[config.mk]
export PLATFORM = sky130hd
export DESIGN_NAME = primed_moving_average_flat
export DESIGN_NICKNAME = d
export VERILOG_FILES = /design/src/design/pma_pkg.sv /design/src/design/pma_sample_if.sv /design/src/design/pma_result_if.sv /design/src/design/pma_cfg_if.sv /design/src/design/primed_moving_average.sv /design/src/design/pma_cell.sv /design/src/design/pma_div.sv /design/src/flat_wrapper.sv
export SDC_FILE = /design/constraint.sdc
export NUM_CORES = 1
export LEC_CHECK = 0
export BUFFER_PORTS_ARGS = -buffer_cell sky130_fd_sc_hd__buf_4
export CORE_MARGIN = 2
export CORE_UTILIZATION = 61
export CTS_CLUSTER_DIAMETER = 50
export CTS_CLUSTER_SIZE = 12
export DETAILED_ROUTE_END_ITERATION = 7
export PLACE_DENSITY = 0.87
export SLEW_MARGIN = 30
export SYNTH_ARGS = -nofsm -noshare
export SYNTH_HDL_FRONTEND = slang
export SYNTH_SLANG_ARGS = --single-unit
export TNS_END_PERCENT = 30
[constraint.sdc]
create_clock -name i_clk -period 5 [get_ports i_clk]
set_input_delay 0.25 -clock i_clk [delete_from_list [all_inputs] [get_ports i_clk]]
set_output_delay 0.25 -clock i_clk [all_outputs]
set_load 0.03 [all_outputs]
[src/design/pma_pkg.sv]
// ----------------------------------------------------------------------------
// pma_pkg: shared definitions of the primed moving average
// Sample width, default window, controller states and divider status.
// ----------------------------------------------------------------------------
package pma_pkg;

    localparam int SAMPLE_W       = 12;
    localparam int SAMPLE_MAX     = 4095;
    localparam int WINDOW_DEFAULT = 8;

    // controller states, one-hot
    typedef enum logic [2:0] {
        S_IDLE = 3'b001,
        S_DIV  = 3'b010,
        S_HOLD = 3'b100
    } t_state;

    // divider status toward the controller
    typedef struct packed {
        logic busy;
        logic done;
    } t_div_status;

endpackage

[src/design/pma_sample_if.sv]
// ----------------------------------------------------------------------------
// pma_sample_if: sample input channel
// Valid/ready channel carrying one raw converter sample per beat.
// ----------------------------------------------------------------------------
interface pma_sample_if;
    logic                           valid;
    logic                           ready;
    logic [pma_pkg::SAMPLE_W-1:0]   adc_sample;

    modport source (output valid, output adc_sample, input ready);
    modport sink   (input valid, input adc_sample, output ready);
endinterface

[src/design/pma_result_if.sv]
// ----------------------------------------------------------------------------
// pma_result_if: filtered result channel
// Valid/ready channel carrying one filtered value per beat.
// ----------------------------------------------------------------------------
interface pma_result_if;
    logic                           valid;
    logic                           ready;
    logic [pma_pkg::SAMPLE_W-1:0]   filtered_value;

    modport source (output valid, output filtered_value, input ready);
    modport sink   (input valid, input filtered_value, output ready);
endinterface

[src/design/pma_cfg_if.sv]
// ----------------------------------------------------------------------------
// pma_cfg_if: configuration write channel
// Valid/ready channel carrying the averaging enable bit.
// ----------------------------------------------------------------------------
interface pma_cfg_if;
    logic   valid;
    logic   ready;
    logic   average_enable;

    modport source (output valid, output average_enable, input ready);
    modport sink   (input valid, input average_enable, output ready);
endinterface

[src/design/primed_moving_average.sv]
// ----------------------------------------------------------------------------
// primed_moving_average: rounded boxcar average of a 12-bit sample stream
// Keeps the last WINDOW samples in a chain of cells with a running sum.
// ----------------------------------------------------------------------------
// Usage:
//   i_sample carries one converter sample per beat, o_result one filtered
//   value per beat, i_cfg writes the averaging enable (always ready).
//   The user must write configuration only while no item is in flight;
//   the block itself does not enforce it. Bypass (enable low or WINDOW of
//   1) and the priming sample return the sample itself: the result is held
//   in the controller, then loaded into the output register, and the next
//   sample is taken once the controller is back in idle. An averaged
//   sample advances the cell chain and the running sum in the accept
//   cycle, the divider latches the rounded sum and multiplies it by the
//   window reciprocal in the next cycle; the controller holds the quotient
//   when the divider is done and no new sample is taken until it moves on.
//   The output register frees the controller: the next sample is taken
//   while a result waits. When the receiver stalls, a finished result waits
//   in the controller and no new sample is taken until it moves on.
//   Reset clears the primed flag, the running sum and the handshakes and
//   sets the enable; the history cells are filled by the priming sample.
// ----------------------------------------------------------------------------
module primed_moving_average #(
    parameter int WINDOW = pma_pkg::WINDOW_DEFAULT
) (
    input  logic    i_clk,
    input  logic    i_rst_n,
    pma_sample_if.sink   i_sample,
    pma_result_if.source o_result,
    pma_cfg_if.sink      i_cfg
);

    localparam int  SW     = pma_pkg::SAMPLE_W;
    localparam int  SUMW   = $clog2(WINDOW * pma_pkg::SAMPLE_MAX + 1);
    localparam int  DW     = $clog2(WINDOW * pma_pkg::SAMPLE_MAX + WINDOW / 2 + 1);
    localparam bit  PASS   = (WINDOW == 1);

    pma_pkg::t_state        r_state, n_state;
    logic                   r_enable;
    logic                   r_primed, n_primed;
    logic [SUMW-1:0]        r_sum, n_sum;
    logic [SW-1:0]          r_res, n_res;
    logic                   r_out_valid, n_out_valid;
    logic [SW-1:0]          r_out_value, n_out_value;

    logic                   w_accept;
    logic                   w_bypass;
    logic                   w_prime;
    logic                   w_shift;
    logic                   w_load_out;
    logic [SUMW-1:0]        w_avg_sum;
    logic [DW-1:0]          w_dividend;
    logic [SW-1:0]          w_tap [WINDOW];
    pma_pkg::t_div_status   w_div;
    logic [SW-1:0]          w_quo;

    // input handshake
    assign i_sample.ready = (r_state == pma_pkg::S_IDLE);
    assign w_accept       = i_sample.valid && i_sample.ready;
    assign w_bypass       = !r_enable || PASS;
    assign w_prime        = w_accept && !w_bypass && !r_primed;
    assign w_shift        = w_accept && !w_bypass && r_primed;

    // configuration always taken
    assign i_cfg.ready = 1'b1;

    always_ff @(posedge i_clk) begin
        if (!i_rst_n) begin
            r_enable <= 1'b1;
        end else if (i_cfg.valid) begin
            r_enable <= i_cfg.average_enable;
        end
    end

    // history chain: cell 0 takes the new sample, the last cell is the oldest
    for (genvar k = 0; k < WINDOW; k++) begin : g_cell
        logic [SW-1:0] w_prev;
        if (k == 0) begin : g_head
            assign w_prev = i_sample.adc_sample;
        end else begin : g_link
            assign w_prev = w_tap[k-1];
        end
        pma_cell u_cell (
            .i_clk   (i_clk),
            .i_prime (w_prime),
            .i_shift (w_shift),
            .i_fill  (i_sample.adc_sample),
            .i_prev  (w_prev),
            .o_value (w_tap[k])
        );
    end

    // drop the oldest sample, add the new one, round
    assign w_avg_sum  = r_sum - SUMW'(w_tap[WINDOW-1]) + SUMW'(i_sample.adc_sample);
    assign w_dividend = DW'(w_avg_sum) + DW'(WINDOW / 2);

    pma_div #(
        .WINDOW (WINDOW),
        .DW     (DW)
    ) u_div (
        .i_clk      (i_clk),
        .i_rst_n    (i_rst_n),
        .i_start    (w_shift),
        .i_dividend (w_dividend),
        .o_status   (w_div),
        .o_quotient (w_quo)
    );

    // output register loads from the held result
    assign w_load_out = (r_state == pma_pkg::S_HOLD) && (!r_out_valid || o_result.ready);

    // controller
    always_comb begin
        n_state  = r_state;
        n_primed = r_primed;
        n_sum    = r_sum;
        n_res    = r_res;
        case (r_state)
            pma_pkg::S_IDLE: begin
                if (w_accept) begin
                    if (w_bypass) begin
                        n_primed = 1'b0;
                        n_res    = i_sample.adc_sample;
                        n_state  = pma_pkg::S_HOLD;
                    end else if (!r_primed) begin
                        n_primed = 1'b1;
                        n_sum    = SUMW'(i_sample.adc_sample) * SUMW'(WINDOW);
                        n_res    = i_sample.adc_sample;
                        n_state  = pma_pkg::S_HOLD;
                    end else begin
                        n_sum    = w_avg_sum;
                        n_state  = pma_pkg::S_DIV;
                    end
                end
            end
            pma_pkg::S_DIV: begin
                if (w_div.done) begin
                    n_res   = w_quo;
                    n_state = pma_pkg::S_HOLD;
                end
            end
            pma_pkg::S_HOLD: begin
                if (w_load_out) begin
                    n_state = pma_pkg::S_IDLE;
                end
            end
            default: begin
                n_state = pma_pkg::S_IDLE;
            end
        endcase
    end

    // output register
    always_comb begin
        n_out_valid = r_out_valid;
        n_out_value = r_out_value;
        if (w_load_out) begin
            n_out_valid = 1'b1;
            n_out_value = r_res;
        end else if (o_result.ready) begin
            n_out_valid = 1'b0;
        end
    end

    always_ff @(posedge i_clk) begin
        if (!i_rst_n) begin
            r_state     <= pma_pkg::S_IDLE;
            r_primed    <= 1'b0;
            r_sum       <= '0;
            r_out_valid <= 1'b0;
        end else begin
            r_state     <= n_state;
            r_primed    <= n_primed;
            r_sum       <= n_sum;
            r_out_valid <= n_out_valid;
        end
    end

    always_ff @(posedge i_clk) begin
        r_res       <= n_res;
        r_out_value <= n_out_value;
    end

    assign o_result.valid          = r_out_valid;
    assign o_result.filtered_value = r_out_value;

    // no sample taken while the divider works
    a_busy_blocks_input: assert property (@(posedge i_clk) disable iff (!i_rst_n)
        w_div.busy |-> !i_sample.ready)
        else $error("sample accepted during division");

    // divider finishes only while the controller waits for it
    a_done_in_div: assert property (@(posedge i_clk) disable iff (!i_rst_n)
        w_div.done |-> (r_state == pma_pkg::S_DIV))
        else $error("divider done outside division state");

    // a bypassed sample leaves the block unprimed with a result held
    a_bypass_unprimes: assert property (@(posedge i_clk) disable iff (!i_rst_n)
        (w_accept && w_bypass) |=> (!r_primed && r_state == pma_pkg::S_HOLD))
        else $error("bypass did not clear primed flag");

endmodule

[src/design/pma_cell.sv]
// ----------------------------------------------------------------------------
// pma_cell: one history cell
// Holds one past sample; loads the broadcast sample when priming, takes the
// neighbor's sample when the history advances.
// ----------------------------------------------------------------------------
module pma_cell (
    input  logic                            i_clk,
    input  logic                            i_prime,
    input  logic                            i_shift,
    input  logic [pma_pkg::SAMPLE_W-1:0]    i_fill,
    input  logic [pma_pkg::SAMPLE_W-1:0]    i_prev,
    output logic [pma_pkg::SAMPLE_W-1:0]    o_value
);

    logic [pma_pkg::SAMPLE_W-1:0] r_value;

    // prime from broadcast, else advance from neighbor
    always_ff @(posedge i_clk) begin
        if (i_prime) begin
            r_value <= i_fill;
        end else if (i_shift) begin
            r_value <= i_prev;
        end
    end

    assign o_value = r_value;

endmodule

[src/design/pma_div.sv]
// ----------------------------------------------------------------------------
// pma_div: reciprocal divider by the window length
// Latches the dividend, then multiplies it by the rounded-up reciprocal of
// the window length and keeps the upper product bits. The quotient is exact
// for every dividend of DW bits and is known to fit in the sample width.
// ----------------------------------------------------------------------------
module pma_div #(
    parameter int WINDOW = pma_pkg::WINDOW_DEFAULT,
    parameter int DW     = $clog2(WINDOW * pma_pkg::SAMPLE_MAX + WINDOW / 2 + 1)
) (
    input  logic                            i_clk,
    input  logic                            i_rst_n,
    input  logic                            i_start,
    input  logic [DW-1:0]                   i_dividend,
    output pma_pkg::t_div_status            o_status,
    output logic [pma_pkg::SAMPLE_W-1:0]    o_quotient
);

    localparam int QW    = pma_pkg::SAMPLE_W;
    localparam int LW    = $clog2(WINDOW);
    localparam int SHIFT = DW + LW;
    localparam int MW    = DW + 2;
    localparam int PW    = DW + MW;
    localparam logic [MW-1:0] RECIP =
        MW'(((64'd1 << SHIFT) + 64'(WINDOW) - 64'd1) / 64'(WINDOW));

    logic          r_busy, n_busy;
    logic          r_done, n_done;
    logic [DW-1:0] r_dvd,  n_dvd;
    logic [QW-1:0] r_quo,  n_quo;
    logic [PW-1:0] w_prod;

    // scale by the reciprocal
    assign w_prod = PW'(r_dvd) * PW'(RECIP);

    // latch on start, take the quotient in the following cycle
    always_comb begin
        n_busy = 1'b0;
        n_done = 1'b0;
        n_dvd  = r_dvd;
        n_quo  = r_quo;
        if (i_start) begin
            n_busy = 1'b1;
            n_dvd  = i_dividend;
        end else if (r_busy) begin
            n_done = 1'b1;
            n_quo  = w_prod[SHIFT +: QW];
        end
    end

    // control state
    always_ff @(posedge i_clk) begin
        if (!i_rst_n) begin
            r_busy <= 1'b0;
            r_done <= 1'b0;
        end else begin
            r_busy <= n_busy;
            r_done <= n_done;
        end
    end

    // datapath
    always_ff @(posedge i_clk) begin
        r_dvd <= n_dvd;
        r_quo <= n_quo;
    end

    assign o_status.busy = r_busy;
    assign o_status.done = r_done;
    assign o_quotient    = r_quo;

endmodule
[src/flat_wrapper.sv]
// flat-port wrapper written by rule: the top's interface ports become plain ports
module primed_moving_average_flat 
#(
    parameter int WINDOW = pma_pkg::WINDOW_DEFAULT
)
  (i_clk, i_rst_n, i_sample_valid, i_sample_adc_sample, i_sample_ready, o_result_valid, o_result_filtered_value, o_result_ready, i_cfg_valid, i_cfg_average_enable, i_cfg_ready);
  pma_sample_if i_sample_i ();
  pma_result_if o_result_i ();
  pma_cfg_if i_cfg_i ();
  input  logic i_clk;
  input  logic i_rst_n;
  input wire logic [$bits(i_sample_i.valid)-1:0] i_sample_valid;
  input wire logic [$bits(i_sample_i.adc_sample)-1:0] i_sample_adc_sample;
  output wire logic [$bits(i_sample_i.ready)-1:0] i_sample_ready;
  output wire logic [$bits(o_result_i.valid)-1:0] o_result_valid;
  output wire logic [$bits(o_result_i.filtered_value)-1:0] o_result_filtered_value;
  input wire logic [$bits(o_result_i.ready)-1:0] o_result_ready;
  input wire logic [$bits(i_cfg_i.valid)-1:0] i_cfg_valid;
  input wire logic [$bits(i_cfg_i.average_enable)-1:0] i_cfg_average_enable;
  output wire logic [$bits(i_cfg_i.ready)-1:0] i_cfg_ready;
  assign i_sample_i.valid = i_sample_valid;
  assign i_sample_i.adc_sample = i_sample_adc_sample;
  assign i_sample_ready = i_sample_i.ready;
  assign o_result_valid = o_result_i.valid;
  assign o_result_filtered_value = o_result_i.filtered_value;
  assign o_result_i.ready = o_result_ready;
  assign i_cfg_i.valid = i_cfg_valid;
  assign i_cfg_i.average_enable = i_cfg_average_enable;
  assign i_cfg_ready = i_cfg_i.ready;
  primed_moving_average #(.WINDOW(WINDOW)) u_core (.i_clk(i_clk), .i_rst_n(i_rst_n), .i_sample(i_sample_i), .o_result(o_result_i), .i_cfg(i_cfg_i));
endmodule
### Word level (Yosys, flattened, before mapping)

Index checks and enable logic that the tools add are counted.

* flip-flop bits (word level): 170
* output and inout port bits: 15

* add/sub/neg operators: 3
* eq/ne operators: 7
* muxes and demuxes: 33
* bitwise logic cells: 2
* reductions and logical operators: 17

Operator list (number)
* $mux W12: 20
* $pmux W12 S2: 1
* $add A15 B12 Y15: 1
* $add A15 B3 Y15 const B: 1
* $mux W15: 1
* $mux W3: 5
* $sub A15 B12 Y15: 1
* $pmux W3 S3: 1
* $reduce_and A3 Y1: 2
* $reduce_bool A2 Y1: 3
* $logic_and A1 B1 Y1: 5
* $mux W1: 5
* $ne A2 B2 Y1 const B: 2
* $reduce_and A2 Y1: 2
* $reduce_and A4 Y1: 1
* $eq A3 B1 Y1 const B: 1
* $eq A3 B2 Y1 const B: 1
* $eq A3 B3 Y1 const B: 1
* $ne A3 B3 Y1 const B: 1
* $logic_not A1 Y1: 2
* $ne A2 B1 Y1 const B: 1
* $not A1 Y1: 2
* $reduce_or A2 Y1: 1
* $logic_or A1 B1 Y1: 1

### Longest topological paths before layout

Gate-level depths: netlist of the first run.

* word-level depth: 6
* mapped depth: 14

### Cells and area by module

From an unflattened synthesis of the first run, not the netlist that was laid out.

* cells, all modules: 573
* area total of the unflattened synthesis: 8358.0 um^2

Modules (own cells, without submodules)
* pma_cell: times used 8, cells an instance 26, area each 546.8 um^2, seq. area each 360.3 um^2
* primed_moving_average: times used 1, cells an instance 334, area each 3181.8 um^2, seq. area each 1141.1 um^2
* pma_div: times used 1, cells an instance 31, area each 802.0 um^2, seq. area each 760.7 um^2

### Least setup slack after synthesis of the first run

OpenSTA, ideal clock, no wires.

* path type: register to register
* start point: register u_core.r_state[0]
* end point: register u_core.r_sum[11]
* arrival: 4.918 ns
* data required time: 4.872 ns
* path slack: -0.046 ns
* cell stages (with the launch flop): 8
* buffers on the path: 1
* clock period less this slack: 5.046 ns
* cell sequence: dfxtp_1 > nor3b_1 > and2_1 > nand2_1 > inv_2 > clkbuf_1 > o211ai_1 > o211a_1

* cells in the longest elaborated chain, start to end: 3

RTL lines
* from (decl): line primed_moving_average.sv:38 `pma_pkg::t_state r_state, n_state;`
* from (signal assigned): line primed_moving_average.sv:167 `r_state <= pma_pkg::S_IDLE;`
* from (signal assigned): line primed_moving_average.sv:172 `r_state <= n_state;`
* $eq A3 B1 Y1 (*): line primed_moving_average.sv:58 `assign i_sample.ready = (r_state == pma_pkg::S_IDLE);`
* via i_sample_ready: line flat_wrapper.sv:14 `output wire logic [$bits(i_sample_i.ready)-1:0] i_sample_ready;`
* $logic_and A1 B1 Y1: line primed_moving_average.sv:59 `assign w_accept = i_sample.valid && i_sample.ready;`
* $reduce_and A3 Y1 (no source line) (*)
* to (signal assigned): line primed_moving_average.sv:174 `r_sum <= n_sum;`
* to (decl): line primed_moving_average.sv:41 `logic [SUMW-1:0] r_sum, n_sum;`

Mark *: on every way through the listed nets, which the timed path passes. The rest lies on a longest branch.
A chain may end at the register's enable or synchronous reset.

### Final worst setup path of the first run

* start point: input i_sample_adc_sample[1]
* end point: register u_core.u_div.r_dvd[14] (data pin)

* cells in the longest elaborated chain, start to end: 2

RTL lines
* from (decl): line flat_wrapper.sv:13 `input wire logic [$bits(i_sample_i.adc_sample)-1:0] i_sample_adc_sample;`
* $add A15 B12 Y15: line primed_moving_average.sv:94 `assign w_avg_sum = r_sum - SUMW'(w_tap[WINDOW-1]) + SUMW'(i_sample.adc_sample);`
* $add A15 B3 Y15: line primed_moving_average.sv:95 `assign w_dividend = DW'(w_avg_sum) + DW'(WINDOW / 2);`
* via u_core.u_div.i_dividend[14]: line pma_div.sv:14 `input logic [DW-1:0] i_dividend,`
* to (signal assigned): line pma_div.sv:64 `r_dvd <= n_dvd;`
* to (decl): line pma_div.sv:29 `logic [DW-1:0] r_dvd, n_dvd;`

The timed path passes the listed nets, and every way through them passes these cells.

==> results of run 1 <==
## routing by layer
layer	GRT usage (%)	up-vias
li1	-	2118
met1	28.0	2185
met2	35.4	89
met3	5.90	27
met4	10.8	0
met5	0	-
## worst paths after layout
path / depth (start not counted) / from / slack (ns) / to
worst max-delay path: 14 / i_sample_adc_sample[1] / 1.42 / u_core.u_div.r_dvd[14]$_DFFE_PP_
worst min-delay path: 1 / i_sample_adc_sample[6] / 0.03 / u_core.g_cell[0].u_cell.o_value[6]$_DFFE_PP_
worst max register to register: 9 / u_core.r_state[0]$_SDFFE_PN1P_ / 1.51 / u_core.r_sum[9]$_SDFFE_PN0P_
worst min register to register: 0 / u_core.r_res[9]$_DFFE_PP_ / 0.41 / u_core.o_result.filtered_value[9]$_DFFE_PP_
## cells in the final DEF, fill, tap and decap left out, types with 3 or more instances in the layout
cell             n
a211oi_1         4
a21o_1          88
a21oi_1          6
a21oi_2          3
a221oi_1         6
and2_1           8
and3_1           4
buf_4           34
bufinv_16        3
clkbuf_1         3
clkbuf_16       17
clkinv_2         3
dfxtp_1         23
dlygate4sd3_1    9
edfxtp_1       144
fa_1            12
ha_1            16
inv_1           56
nand2_1         23
nand3_1          8
nand3b_1         3
nor2_1          22
nor2_2           3
nor2b_1         10
nor3_1           4
o2111ai_1        3
o211a_1          4
o211ai_1         5
o21a_1           8
o21ai_0         18
xnor2_1         12
xor2_1           6
## state kept, by name, indices dropped and copies added, names as in the netlist, 3 cells and up
| name | flops |
|---|---|
| u_core.r_state | 3 |
| u_core.u_div.r_dvd | 12 |
| u_core.g_cell.u_cell.o_value | 96 |
| u_core.r_res | 12 |
| u_core.r_sum | 15 |
| u_core.u_div.o_quotient | 12 |
| u_core.o_result.filtered_value | 12 |
## cells by family (layout without fill, tap and decap cells)
logic type | count (synthesis) | after routing | share of synthesized area [%]
AO/OA/AOI/OAI | 162 | 162 | 16.2
XOR/XNOR | 22 | 22 | 2.94
adder cells (fa/ha/maj) | 28 | 28 | 5.82
buffers and inverters | 80 | 133 | 4.25
flip-flops | 167 | 167 | 63.3
multiplexers | 2 | 2 | 0.281
other | 1 | 1 | 0.0496
AND/OR/NAND/NOR | 102 | 102 | 7.15
## worst register-to-register path, cell delays in order (launching register included)
cell      delay, ns
dfxtp_1        0.38
nor3b_1        0.31
and2_1         0.26
nand2_1        0.37
inv_4          0.44
nand2_2        0.57
buf_4          0.47
nor2_1         0.40
a221oi_1       0.10
nor2b_1        0.16
## through the flow
stage	setup slack (ns)	utilization [%]	instances	total power, µW	hold slack [ns]
global route	1.17	71.5	785	4060	0.00803
global placement	1.65	65.8	744	2560	0.401
CTS	1.44	71.4	785	3900	0.0127
finish	1.42	71.5	785	3880	0.0264
detailed placement	1.55	65.8	744	2590	0.405
floorplan	1.56	-	564	2420	0.349
## where the power goes
part           internal (µW)  switching, µW  total [µW]
sequential              1700           43.0        1740
clock                    805            499        1300
combinational            336            503         839
total                   2840           1040        3880
## final cells by class
cell class / count / area (µm²) / area share, %
clock buffers: 22 / 464 / 5.39
clock inverters: 10 / 128 / 1.48
repair buffers: 44 / 357 / 4.14
flip-flops and latches: 167 / 4780 / 55.5
well taps: 168 / 210 / 2.44
inverters: 57 / 216 / 2.51
multi-input cells: 317 / 2460 / 28.5
==> flow_metrics.env, run 1 <==
export IMPL_groute_usage_overall_pct=22.1
export IMPL_yosysTopAreaCell="edfxtp_1"
export IMPL_start_util_pct=62.7
export IMPL_maxCapViolations=0
export IMPL_async_reset_ff_share_pct=0
export IMPL_boundaryPins=33
export IMPL_skew_ns=0.00858
export IMPL_setup_violations=0
export IMPL_rsz0062_at_grt="false"
export IMPL_report_final_slew_viol_count=0
export IMPL_root_buffer="clkbuf_16"
export IMPL_grt_max_degree=80
export IMPL_cts_inserted_buffers=17
export IMPL_fp_dieW_um=115
export IMPL_core_area_mm2=0.0121
export IMPL_syn_to_final_growth_pct=14.0
export IMPL_power_density_mw_per_mm2=450
export IMPL_synth_nets=610
export IMPL_firstDrtPassIters=5
export IMPL_cts_tree="built"
export IMPL_crit_family="compound AO/OA/AOI/OAI gates"
export IMPL_worstSetupPathType="primary input to register"
export IMPL_h_tree_depth=4
export IMPL_highest_layer="met4"
export IMPL_met1_length_mm=5.81
export IMPL_seq_area_frac_synth_pct=63.3
export IMPL_power_leakage_uw=0.00362
export IMPL_synthTopCellsByArea="edfxtp_1 (57%), a21o_1 (8.7%), dfxtp_1 (6.1%)"
export IMPL_synthFlopType="edfxtp_1"
export IMPL_synth_edf_count=144
export IMPL_cts_hold_fix_buffers=9
export IMPL_critPathMaxStageDelay_ns=0.60
export IMPL_place_area_mm2=0.00793
export IMPL_grt_pass1_vias=4400
export IMPL_die_area_mm2=0.0133
export IMPL_path_cells="dlygate4sd3_1, buf_4, inv_1, fa_1, inv_1, ha_1, a211o_1, a21oi_2, o21ai_1, a211oi_1, o2111ai_1, nor4_2, nand3_1, xor2_1"
export IMPL_avgSynthCellArea_um2=13.4
export IMPL_layout_drive_gt1_share_pct=13.6
export IMPL_synth_top_area_share_pct=57.2
export IMPL_initialDrtViolationCount=433
export IMPL_route_met3_wl_um=402
export IMPL_required_ns=5.18
export IMPL_worst_pin_slew_ns=0.857
export IMPL_synthesis_area_mm2=0.00756
export IMPL_synth_cell_types=63
export IMPL_path_buf_inv=4
export IMPL_finalHoldViolations=0
export IMPL_stdcell_area_mm2=0.00862
export IMPL_insertion_delay_ns=0.43
export IMPL_hp_class="primary input to register"
export IMPL_fin_tns_setup_ns=0
export IMPL_arrival_ns=3.76
export IMPL_crit_slowest_cell="fa_1"
export IMPL_ys_top_cells_by_count="edfxtp_1 (144), a21o_1 (88), inv_1 (56), dfxtp_1 (23), nand2_1 (23)"
export IMPL_synth_seq_cells=167
export IMPL_clockBufferDepth=2
export IMPL_outcome="completed"
export IMPL_post_cts_repair_setup_buffers=0
export IMPL_min_period_ns=3.58
export IMPL_cts_reportedPaths_clkPinSlew_ns=0.06
export IMPL_gp_congestion=0.871
export IMPL_dr_wl_met2_mm=6.69
export IMPL_critical_path_endpoint_type="register"
export IMPL_irDropWorstVdd_v=0.000296
export IMPL_fill_cells=786
export IMPL_grt_pass1_wl_mm=21.7
export IMPL_cp_max_fo=3
export IMPL_cts_sinks=167
export IMPL_slew_headroom_pct=42.8
export IMPL_vias=4419
export IMPL_synth_warnings=0
export IMPL_fin_nets=650
export IMPL_postCtsResizedCells=0
export IMPL_dieHeight_um=115
export IMPL_fmax_mhz=280
export IMPL_wl_per_cell_um=16.9
export IMPL_rows=40
export IMPL_crit_path_start_kind="primary input"
export IMPL_antenna_cells=0
export IMPL_remaining_drc_errors=0
export IMPL_ant_nets=0
export IMPL_antenna_found_initial=0
export IMPL_fin_crit_sh_pct=71.5
export IMPL_crit_path_frequent_cell="inv_1"
export IMPL_routed_via_density=5.63
export IMPL_postRouteWirelength_mm=13.3
export IMPL_overflow=0
export IMPL_synthMostInstantiatedCell="edfxtp_1"
export IMPL_hpwl_mm=8.96
export IMPL_synthCells=564
export IMPL_io_buffers=31
Power figures use the tool's default switching activity.
==> inputs of run 2 (changes only) <==
ABC_AREA = 1   (was default)
CORE_UTILIZATION = 62   (was 61)
PLACE_DENSITY = 0.88   (was 0.87)
clock period = 3.35 ns   (was 5 ns; I/O delays follow)
==> flow_metrics.env, run 2 <==
export IMPL_synthTopCellsByArea="edfxtp_1 (54%), nand2_1 (10%), o21ai_0 (6.7%)"
export IMPL_outcome="completed"
export IMPL_core_area_mm2=0.0126
export IMPL_final_cells=1020
export IMPL_cts_sinks=167
export IMPL_fin_nets=881
export IMPL_die_area_mm2=0.0138
export IMPL_clockBufferDepth=2
export IMPL_final_common_cell="nand2_1"
export IMPL_async_reset_ff_share_pct=0
export IMPL_synth_top_area_share_pct=54.2
export IMPL_cts_hold_fix_buffers=14
export IMPL_min_period_ns=3.04
export IMPL_fin_crit_sh_pct=90.8
export IMPL_yosysTopAreaCell="edfxtp_1"
export IMPL_grt_pass1_wl_mm=26.1
export IMPL_postCtsResizedCells=0
export IMPL_power_leakage_uw=0.00392
export IMPL_skew_ns=0.0107
export IMPL_grt_max_degree=103
export IMPL_cp_max_fo=7
export IMPL_final_cell_mix="nand2_1 (213), edfxtp_1 (144), o21ai_0 (107), inv_1 (102), buf_4 (38)"
export IMPL_initialDrtViolationCount=559
export IMPL_synth_fa_ha_area_share_pct=5.52
export IMPL_dieHeight_um=117
export IMPL_synthCells=788
export IMPL_synth_nets=834
export IMPL_wl_per_cell_um=15.9
export IMPL_ys_top_cells_by_count="nand2_1 (213), edfxtp_1 (144), o21ai_0 (107), inv_1 (102), nand3_1 (28)"
export IMPL_arrival_ns=3.23
export IMPL_cts_inserted_buffers=17
export IMPL_syn_to_final_growth_pct=14.5
export IMPL_setup_violations=0
export IMPL_overflow=0
export IMPL_report_final_slew_viol_count=0
export IMPL_multi_input_area_mm2=0.00268
export IMPL_worstSetupPathType="primary input to register"
export IMPL_avgSynthCellArea_um2=10.1
export IMPL_postRouteWirelength_mm=16.2
export IMPL_power_density_mw_per_mm2=752
export IMPL_remaining_drc_errors=0
export IMPL_worst_pin_slew_ns=0.714
export IMPL_cts_reportedPaths_clkPinSlew_ns=0.06
export IMPL_synth_seq_cells=167
export IMPL_slew_headroom_pct=52.4
export IMPL_critical_path_endpoint_type="register"
export IMPL_maxCapViolations=0
export IMPL_rsz0062_at_grt="false"
export IMPL_synthesis_area_mm2=0.00797
export IMPL_fp_dieW_um=117
export IMPL_irDropWorstVdd_v=0.000527
export IMPL_firstDrtPassIters=5
export IMPL_h_tree_depth=4
export IMPL_finalHoldViolations=0
export IMPL_io_buffers=31
export IMPL_dpl_cell_count=974
export IMPL_yosys_mux_area_fraction_pct=0
export IMPL_synth_cell_types=43
export IMPL_regArea_mm2=0.00479
export IMPL_synth_edf_count=144
export IMPL_groute_usage_overall_pct=24.5
export IMPL_largest_register_ffs=96
export IMPL_cts_tree="built"
export IMPL_crit_path_start_kind="primary input"
export IMPL_synthMostInstantiatedCell="nand2_1"
export IMPL_layout_drive_gt1_share_pct=12.5
export IMPL_required_ns=3.54
export IMPL_fill_cells=848
export IMPL_fin_tns_setup_ns=0
export IMPL_fmax_mhz=329
export IMPL_routed_via_density=5.40
export IMPL_gp_congestion=0.917
export IMPL_ant_nets=0
export IMPL_boundaryPins=33
export IMPL_antenna_found_initial=0
export IMPL_synth_simple_gate_area_share_pct=17.7
export IMPL_synth_warnings=0
export IMPL_seq_area_frac_synth_pct=60.0
export IMPL_post_cts_repair_setup_buffers=0
export IMPL_rows=41
export IMPL_vias=5512
export IMPL_synthFlopType="edfxtp_1"
export IMPL_root_buffer="clkbuf_16"
export IMPL_synth_top_family_by_area="simple AND/OR/NAND/NOR gates"
export IMPL_hpwl_mm=10.7
export IMPL_start_util_pct=63.4
export IMPL_synth_compound_area_share_pct=9.27
export IMPL_insertion_delay_ns=0.44
export IMPL_hp_class="primary input to register"
export IMPL_grt_pass1_vias=5255
export IMPL_antenna_cells=0
export IMPL_synth_xor_area_share_pct=0.989
run 2: changes by cell type in the layout (fill, tap and decap cells not counted), moves of 11 or more:
cell,previous run,this run
nand2_1,23,213
o21ai_0,18,107
a21o_1,88,1
inv_1,56,102
nand3_1,8,28
nand2_4,0,11
xnor2_1,12,1
run 2: metrics by stage:
step / setup WS (ns) / total power [µW] / hold slack (ns) / cell area (µm²) / util, %
floorplan: 0.585 / 4350 / 0.266 / 7980 / -
global placement: 0.535 / 4750 / 0.367 / 8380 / 66.7
detailed placement: 0.449 / 4820 / 0.371 / 8380 / 66.7
CTS: 0.321 / 6870 / 0.0117 / 9130 / 72.6
global route: 0.128 / 7240 / 0.0569 / 9130 / 72.7
finish: 0.309 / 6860 / 0.0362 / 9130 / 72.7
run 2: worst paths after layout:
check / start / endpoint / slack (ns) / cells after the start
setup / recovery: i_sample_adc_sample[2] / u_core.u_div.r_dvd[12]$_DFFE_PP_ / 0.31 / 17
hold / removal: o_result_ready / u_core.o_result.valid$_SDFFE_PN0P_ / 0.04 / 4
setup reg to reg: u_core.g_cell[7].u_cell.o_value[0]$_DFFE_PP_ / u_core.u_div.r_dvd[13]$_DFFE_PP_ / 0.36 / 17
hold reg to reg: u_core.r_res[9]$_DFFE_PP_ / u_core.o_result.filtered_value[9]$_DFFE_PP_ / 0.41 / 0
run 2: cell type report:
class                           count  area share (%)
Sequential cell                   167            52.4
Multi-Input combinational cell    490            29.3
Timing Repair Buffer               53            4.88
Clock buffer                       17            4.66
Inverter                          106            4.36
Tap cell                          172            2.36
Clock inverter                     15            2.03
run 2: critical path, cell delays in order:
cell and delay [ns]:
dlygate4sd3_1 0.56, buf_4 0.15, inv_1 0.07, fa_1 0.53, inv_1 0.04, ha_1 0.40
or2_4 0.20, nand3_1 0.09, nand2_1 0.12, ha_1 0.21, nand2_1 0.10, nor2_4 0.14
nand2_2 0.09, nor2_4 0.17, nand2_1 0.06, nand2_1 0.06, nand2_1 0.05
run 2: kinds of logic after synthesis:
logic type / after synthesis
AO/OA/AOI/OAI: 142
AND/OR/NAND/NOR: 310
other: 1
buffers and inverters: 131
flip-flops: 167
XOR/XNOR: 9
adder cells (fa/ha/maj): 28
run 2: power breakdown:
part	internal [µW]	leakage, µW	switching, µW
Sequential	2730	0.00153	84.0
Clock	1230	0.000289	787
Combinational	630	0.00210	1400
Total	4590	0.00392	2270
run 2: routing by layer:
layer	global-route usage, %	vias to the layer above	wire (µm)
li1	-	2727	-
met1	30.7	2582	6760
met2	41.1	171	8180
met3	5.11	32	755
met4	11.1	0	487
met5	0	-	0
